==> src/rtl/core/tcs_pkg.sv <==
`timescale 1ns / 1ps
// ----------------------------------------------------------------------------
// tcs_pkg: shared types and constants of the text terminal
// Field widths, character and operation codes, and the command and status
// bundles that join the controller to the datapath.
// ----------------------------------------------------------------------------
package tcs_pkg;

  // Default screen geometry.
  localparam int COLS_DEF = 80;
  localparam int ROWS_DEF = 25;

  // Fixed field widths of the item ports.
  localparam int OP_W   = 2;
  localparam int CHAR_W = 8;
  localparam int RROW_W = 5;
  localparam int RCOL_W = 7;
  localparam int CELL_W = 16;
  localparam int COLOR_W = 8;

  // Character and color codes.
  localparam logic [CHAR_W-1:0]  CH_SPACE    = 8'h20;
  localparam logic [CHAR_W-1:0]  CH_NEWLINE  = 8'h0A;
  localparam logic [COLOR_W-1:0] RESET_COLOR = 8'h0F;

  // Operation codes.
  localparam logic [OP_W-1:0] OP_PUT   = 2'd0;
  localparam logic [OP_W-1:0] OP_CLEAR = 2'd1;
  localparam logic [OP_W-1:0] OP_READ  = 2'd2;

  // Register index on the configuration port (taken from paddr[2]).
  localparam logic REG_TEXT_COLOR = 1'b0;

  // Commands from the controller to the datapath.
  typedef struct packed {
    logic load_in;     // latch the accepted input beat
    logic exec;        // perform the put or issue the cell read
    logic idx_clr;     // restart the sweep index
    logic scroll_step; // read one source cell and queue its copy
    logic fill_step;   // write one space cell at the sweep index
    logic fill_init;   // fill with the reset color
    logic post;        // load the output register
  } tcs_cmd_t;

  // Status from the datapath to the controller.
  typedef struct packed {
    logic op_clear;
    logic need_scroll;
    logic read_hit;
    logic copy_done;
    logic fill_done;
    logic slot_free;
  } tcs_status_t;

endpackage

==> src/rtl/core/tcs_ctrl.sv <==
`timescale 1ns / 1ps
// ----------------------------------------------------------------------------
// tcs_ctrl: sequencing controller of the text terminal
// Accepts one item at a time and steps the datapath through the put, read,
// scroll, clear and post-reset fill sequences.
// ----------------------------------------------------------------------------
module tcs_ctrl
  import tcs_pkg::*;
(
  input  logic        clk_i,
  input  logic        rst_ni,
  input  logic        in_valid_i,
  output logic        in_stall_o,
  input  tcs_status_t status_i,
  output tcs_cmd_t    cmd_o
);

  localparam logic [2:0] ST_INIT   = 3'd0;
  localparam logic [2:0] ST_IDLE   = 3'd1;
  localparam logic [2:0] ST_EXEC   = 3'd2;
  localparam logic [2:0] ST_SCROLL = 3'd3;
  localparam logic [2:0] ST_FILL   = 3'd4;
  localparam logic [2:0] ST_FINISH = 3'd5;

  logic [2:0] state_q, state_d;

  // Next state and commands.
  always_comb begin
    state_d = state_q;
    cmd_o   = '0;
    case (state_q)
      ST_INIT: begin
        cmd_o.fill_step = 1'b1;
        cmd_o.fill_init = 1'b1;
        if (status_i.fill_done) begin
          state_d = ST_IDLE;
        end
      end
      ST_IDLE: begin
        if (in_valid_i) begin
          cmd_o.load_in = 1'b1;
          state_d       = ST_EXEC;
        end
      end
      ST_EXEC: begin
        cmd_o.exec = 1'b1;
        if (status_i.op_clear) begin
          cmd_o.idx_clr = 1'b1;
          state_d       = ST_FILL;
        end else if (status_i.need_scroll) begin
          cmd_o.idx_clr = 1'b1;
          state_d       = ST_SCROLL;
        end else if (status_i.read_hit) begin
          state_d = ST_FINISH;
        end else if (status_i.slot_free) begin
          cmd_o.post = 1'b1;
          state_d    = ST_IDLE;
        end else begin
          state_d = ST_FINISH;
        end
      end
      ST_SCROLL: begin
        // The last queued copy is written in the cycle that leaves.
        if (status_i.copy_done) begin
          state_d = ST_FILL;
        end else begin
          cmd_o.scroll_step = 1'b1;
        end
      end
      ST_FILL: begin
        cmd_o.fill_step = 1'b1;
        if (status_i.fill_done) begin
          state_d = ST_FINISH;
        end
      end
      ST_FINISH: begin
        if (status_i.slot_free) begin
          cmd_o.post = 1'b1;
          state_d    = ST_IDLE;
        end
      end
      default: begin
        state_d = ST_IDLE;
      end
    endcase
  end

  // State register; reset starts the screen fill sweep.
  always_ff @(posedge clk_i or negedge rst_ni) begin
    if (!rst_ni) begin
      state_q <= ST_INIT;
    end else begin
      state_q <= state_d;
    end
  end

  assign in_stall_o = (state_q != ST_IDLE);

endmodule

==> config.mk <==
export PLATFORM = sky130hd
export DESIGN_NAME = tcs_ctrl
export DESIGN_NICKNAME = d
export VERILOG_FILES = /design/src/rtl/core/tcs_pkg.sv /design/src/rtl/core/tcs_ctrl.sv
export SDC_FILE = /design/constraint.sdc
export NUM_CORES = 1
export LEC_CHECK = 0
export BUFFER_PORTS_ARGS = -buffer_cell sky130_fd_sc_hd__buf_4
export CORE_AREA = 2 2 39 41
export DETAILED_ROUTE_END_ITERATION = 8
export DIE_AREA = 0 0 41 43
export HOLD_SLACK_MARGIN = 0.03
export PLACE_DENSITY = 0.54
export SETUP_SLACK_MARGIN = 0.3
export SLEW_MARGIN = 0
export SYNTH_ARGS = -nofsm -noshare
export SYNTH_HDL_FRONTEND = slang
export SYNTH_SLANG_ARGS = --single-unit
==> constraint.sdc <==
create_clock -name clk_i -period 2.1 [get_ports clk_i]
set_input_delay 0.525 -clock clk_i [delete_from_list [all_inputs] [get_ports clk_i]]
set_output_delay 0.525 -clock clk_i [all_outputs]
set_load 0.005 [all_outputs]
==> results.txt, run 1 <==
* Run status: complete, no violations
* Final hold violation count: 0
* GRT overflow: 0
* Number of antenna violations at the first check in global routing: 0
- Vias after detailed routing: 359
* Antenna-violating nets left: 0
- Area added between synthesis and finish: 103.5%
* Post-detailed-placement half-perimeter wirelength: 565.4 um
- The final layout contains 72 nets.
- Critical path endpoint category: output port
* Sum of buffers and inverters on the critical path: 3
* Cell occurring most often along the worst timing path: buf_6
- Peak Freq: 0.5490 GHz
- Summing all placed instances gives a cell area of 432.9 um^2.
- In the routed layout, each cell is associated on average with a via count of 4.603.
- Final worst slack: 0.2785 ns
* Core footprint: 0.001384 mm^2
- Number of storage elements in the synthesis netlist: 3
- Asr flop ratio synth: 100.0%
- Data arrival, critical path: 1.30 ns
- Most flop-heavy register: state_q
- Final setup vio count: 0
* Average wire length per cell after detail routing: 10.94 um
- 17 I/O pins were placed.
- Summed area of non-filler cells in the final layout: 585.6 um^2
- First-pass GRT wire length: 1228 um
* Max-slew headroom at the worst pin: 83.51%
* CTS tree: done
- The netlist uses 24 different library cells.
- At the pin with the least slew margin, the transition time is 0.2441 ns.
* Routability Congestion: 0.7351
- The synthesized design contains 0 enable-type register cells.
- The setup path with the least slack is of type reg -> out.
* Path type of the worst min-delay path: in -> async
* Clock period minus final worst setup slack: 1.822 ns
* Area enclosed by the die boundary: 0.001763 mm^2
- Number of input and output port buffers inserted: 16
- The sequential cells in the finished layout cover a total of 75.07 um^2.
* Pin count of the biggest net entering global routing: 14
* Proportion of layout cells with a drive suffix above 1: 62.90%
* Global Route Usage Sum: 10.07%
- Prior to clock tree synthesis, the placed netlist has a worst setup slack of 0.3387 ns.
- Largest fanout on the critical path: 4
- Critical path cell sequence: buf_6, buf_6, and4bb_2, buf_6
* Core occupancy in the finished layout: 42.31%
- The number of max-slew violations in the final report is 0.
- Mapped cell area: 287.8 um^2
* Period Utilization, post-route: 86.74%
* CTS HTree Levels: 1
- The number of antenna diodes in the final layout is 0.
* Portion of synthesized cell area occupied by the leading cell type: 26.09%
* Fin Clk Skew: 0.003533 ns
- Predominant post-synthesis flop cell: dfrtp_1
* Worst path slowest cell: dfrtp_1
* Final hold slack: 0.07214 ns
- Number of cells in the finished layout apart from fillers: 78
- Across the VDD grid, the largest voltage drop is 503.9 uV.
- Aggregate routed wire length: 853 um
- Data on the critical path is required at its endpoint by 1.57 ns.
- In this run the core area contains 14 standard-cell rows.
- Clock latency at the later pin of the worst-skew pair: 0.23 ns
- Library cell occupying the most area in the post-synthesis netlist: dfrtp_1
* Via count of the first global-routing pass: 296
- In the final layout, the registers with the most flip-flops are state_q x3.
- DRT iter0 DRCs: 5
* Floorplan die width: 41 um
- Once the floorplan was initialized, standard cells occupied 20.80% of the core.
- Deepest clock path buffer count: 2
- Counting the fill cells in the layout gives 144.
- Clock edge transition at the registers on the reported setup and hold paths: 0.04 ns
- Counting every net in the synthesized netlist gives 41.
- For this design the ratio of total power to cell area is 1149 mW/mm^2.
* Max Cap Violations: 0
- Synthesis produced a netlist whose cell count is 32.
* TritonCTS Buffers: 3
- The first TritonRoute pass finished after 4 iterations.
* RSZ-0062 raised after global routing: true
* Leading cell type by number of instances after synthesis: dfrtp_1
- Broken down by cell family, the worst path's largest delay share belongs to flip-flops.
* Total Power Consumption: 672.7 uW
- Remaining routing DRC violations: 0
* Buffer type at the clock tree root: clkbuf_4
* Worst stage delay on the critical path: 0.41 ns
- Total Negative Setup Slacks: 0 ns
- Die boundary height: 43 um
- Area of combinational cells with multiple inputs: 224.0 um^2
- The register with the most flip-flops in the layout has 3 of them.
* Clock sink total: 3
- Yosys printed 0 warnings.
- Synth Area per Inst: 8.993 um^2
- The analysis attributes to cell leakage a power of 0.2827 nW.
* Register area share after synthesis: 26.09%
* Top cells by area, synth: dfrtp_1 (26%), nor4bb_1 (7.0%), and4bb_2 (4.3%)
- Number of placed instances, taps included: 64
* Launching element type of the critical path: flip-flop
layout make-up:
| cell class | count | share of cell area, % |
|---|---|---|
| Tap cell | 16 | 3.419 |
| Clock buffer | 4 | 4.487 |
| Sequential cell | 3 | 12.82 |
| Timing Repair Buffer | 29 | 41.03 |
| Multi-Input combinational cell | 26 | 38.25 |
placed cells by master, fill, tap and decap left out, drive strengths merged, types with 2 or more instances in the layout:
cell and count:
nand2 2, nor3 2, nor2b 2, buf 29, nor4bb 2, dfrtp 3, nor2 2, clkbuf 4
worst paths after layout:
check,start,slack [ns],cells after the start,to
max,state_q[2],0.28,4,cmd_o[3]
max reg2reg,state_q[2],0.38,5,state_q[2]
max in group asynchronous,rst_ni,1.93,1,state_q[1]
min,rst_ni,0.07,1,state_q[2]
min reg2reg,state_q[0],0.73,2,state_q[0]
min in group clk_i,status_i[1],0.55,2,state_q[0]
power breakdown:
part	internal [mW]	leakage [nW]	switching [mW]
clock network	0.0712	0.0150	0.0297
logic	0.309	0.230	0.163
registers	0.0791	0.0378	0.0209
total	0.460	0.283	0.213
cell families (layout without fill, tap and decap cells):
| logic type | count (synthesis) | after routing | share of synthesized area [%] |
|---|---|---|---|
| AND/OR/NAND/NOR | 16 | 16 | 38.27 |
| AO/OA/AOI/OAI | 8 | 8 | 22.17 |
| flip-flops | 3 | 3 | 26.09 |
| buffers and inverters | 3 | 33 | 6.088 |
| multiplexers | 2 | 2 | 7.391 |
layer usage:
layer,track usage (%),wire [um],up-vias
li1,-,-,183
met1,13.31,358,167
met4,6.000,0,0
met3,1.571,30,0
met2,14.69,464,9
met5,0,0,-
repair_timing:
action | in CTS | in global routing
pin swaps | 0 | 4
buffers inserted | 2 | 8
resized for setup | 8 | 4
hold buffers | 0 | 0
setup endpoints to repair | 5 | 5
(Power assumes the default switching activity.)
==> inputs of run 2 (changes only) <==
- REMOVE_ABC_BUFFERS: not set -> 1
==> run 2 against run 1 <==
Clock power hardly changed; setup slack better by 0.012 ns; power is 0.46% higher; fmax is 0.66% higher; non-clock buffer count is 1 lower; first-iteration DRC count is 60% lower; wire length is 4.5% higher; core utilization is 0.72 points lower; die area stayed put; design area is 1.7% lower; critical path type unchanged.
==> results.txt, run 2 (synthesis gave the netlist of run 1 again) <==
* Clock latency at the later pin of the worst-skew pair: 0.23 ns
- Total Negative Setup Slacks: 0 ns
* Number of search-and-repair iterations in the first detailed-routing pass: 2
* Vias after detailed routing: 345
- The path class of the tightest hold or removal check is in -> async.
* Remaining routing DRC violations: 0
- The die is 41 um wide.
* Clock period minus final worst setup slack: 1.810 ns
- Static timing analysis puts the maximum clock frequency at 0.5526 GHz.
- Power spread over the standard cell area amounts to 1174 mW/mm^2.
- Final hold slack: 0.07389 ns
* Number of input and output port buffers inserted: 16
* Number of placed instances, taps included: 64
* Worst vdd rail ir drop: 467.5 uV
* First-pass GRT wire length: 1490 um
* IO Count: 17
- Headroom to the max-slew limit came out at 84.34%.
* Max Cap Violations: 0
- Largest fanout on the critical path: 9
- Together, buffers and inverters on the worst path number 2.
* Worst EP required: 1.57 ns
- Clock edge transition at the registers on the reported setup and hold paths: 0.04 ns
* Launching element type of the critical path: flip-flop
- Via density: 4.481
- Across the routed clock network, the largest skew measured is 0.001853 ns.
- The worst setup path is captured at an output port.
- Reported leakage power: 0.2763 nW
- In this run the vertical extent of the chip is 43 um.
- The critical path is of the reg -> out type.
- Run status: complete, no violations
- Number of cells in the finished layout apart from fillers: 77
- Most flop-heavy register: state_q
- For this run, the slowest stage of the critical path takes 0.40 ns.
- After global routing the overflow that remains totals 0.
* Antenna cell count: 0
- Antenna-violating nets left: 0
* Proportion of layout cells with a drive suffix above 1: 63.93%
- Average wire length per cell after detail routing: 11.57 um
* DRT iter0 DRCs: 2
* Worst-margin pin slew: 0.2346 ns
- Area enclosed by the die boundary: 0.001763 mm^2
- Leading registers by flop count: state_q x3
* RSZ-0062 raised after global routing: true
- Clock tree synthesis found a total of 3 sinks.
- Global routing used 12.90% of the available tracks.
* Most common cell after layout, fill and taps aside: buf_4
- The initialized floorplan defines 14 standard-cell rows.
- In this run the number of H-tree levels came out at 1.
- The area growth from synthesis to layout is 100.0%.
- In this design, the critical path's most frequently occurring cell is buf_6.
- Counting the buffers created by CTS gives 3.
- TritonCTS built the clock tree.
- Pin count of the biggest net entering global routing: 10
* Data arrival, critical path: 1.28 ns
- Final setup vio count: 0
* Core footprint: 0.001384 mm^2
- Summed over all layers, the routed wires come to 891 um.
- Routability-driven placement finished with a final weighted congestion of 0.6913.
- The number of global-route vias before repair is 373.
- Deepest clock path buffer count: 2
- Crit-path leading delay family: simple AND/OR/NAND/NOR gates
- Highest-count cells in the layout ignoring fill and taps: buf_4 (24), buf_6 (4), clkbuf_4 (3), dfrtp_1 (3)
- Dividing the final minimum period by the clock period gives 86.17%.
- Final hold violation count: 0
- The register with the most flip-flops in the layout has 3 of them.
- Starting density of the core: 20.80%
* Number of nets at the end of the flow: 71
- Final slew viol count: 0
* Worst path slowest cell: or3b_4
* Critical path cell sequence: buf_6, or3b_4, buf_6
- The initial antenna violation count is 0.
* Buffer type at the clock tree root: clkbuf_4
[run 2: cell types whose count changed in the layout (fill, tap and decap cells not counted), sizes merged]
cell	delta
buf	-1
[run 2: worst register-to-register path, cell delays in order, from the launching register on]
cell and delay (ns):
dfrtp_1 0.40, buf_6 0.14, buf_4 0.12, and3b_1 0.17, or4_1 0.50, a32o_1 0.28
[run 2: cell type report]
class	instances	area, um^2
clock buffer	4	26.28
fill	135	808.3
multi-input combinational	26	229.0
sequential	3	75.07
timing repair buffer	28	225.2
tap	16	20.02
[run 2: worst paths after layout]
kind / from / end / slack [ns] / cells past startpoint
min in group clk_i: status_i[1] / state_q[0] / 0.55 / 2
hold reg to reg: state_q[1] / state_q[0] / 0.81 / 3
setup / recovery: state_q[1] / in_stall_o / 0.29 / 3
setup reg to reg: state_q[2] / state_q[2] / 0.37 / 5
max in group asynchronous: rst_ni / state_q[1] / 1.93 / 1
hold / removal: rst_ni / state_q[0] / 0.07 / 1
[run 2: metrics by stage]
step	power [mW]	setup WS, ns	area [um^2]	util, %
after floorplan	0.2619	0.3383	270.3	-
after global placement	0.4147	0.3297	432.9	31.28
after detailed placement	0.4140	0.3335	432.9	31.28
after CTS	0.6710	0.2890	570.5	41.23
after global routing	0.7289	0.2406	575.6	41.59
final	0.6758	0.2903	575.6	41.59
[run 2: where the power goes]
group / switching [mW] / internal (mW)
combinational: 0.167 / 0.309
sequential: 0.0222 / 0.0791
clock: 0.0282 / 0.0711
[run 2: repair_timing]
action                                  in CTS  in global routing
endpoints found under the hold margin        0                  0
buffers inserted                             9                  0
resized for setup                           10                  1
pin swaps                                    2                  3
endpoints found under the setup margin       5                  4
hold buffers                                 0                  0
[run 2: per-layer routing]
metal	GRT usage [%]	share of wire [%]
met1	13.68	36
met3	5.236	6.6
met2	19.69	57
met4	8.667	0
met5	0	0
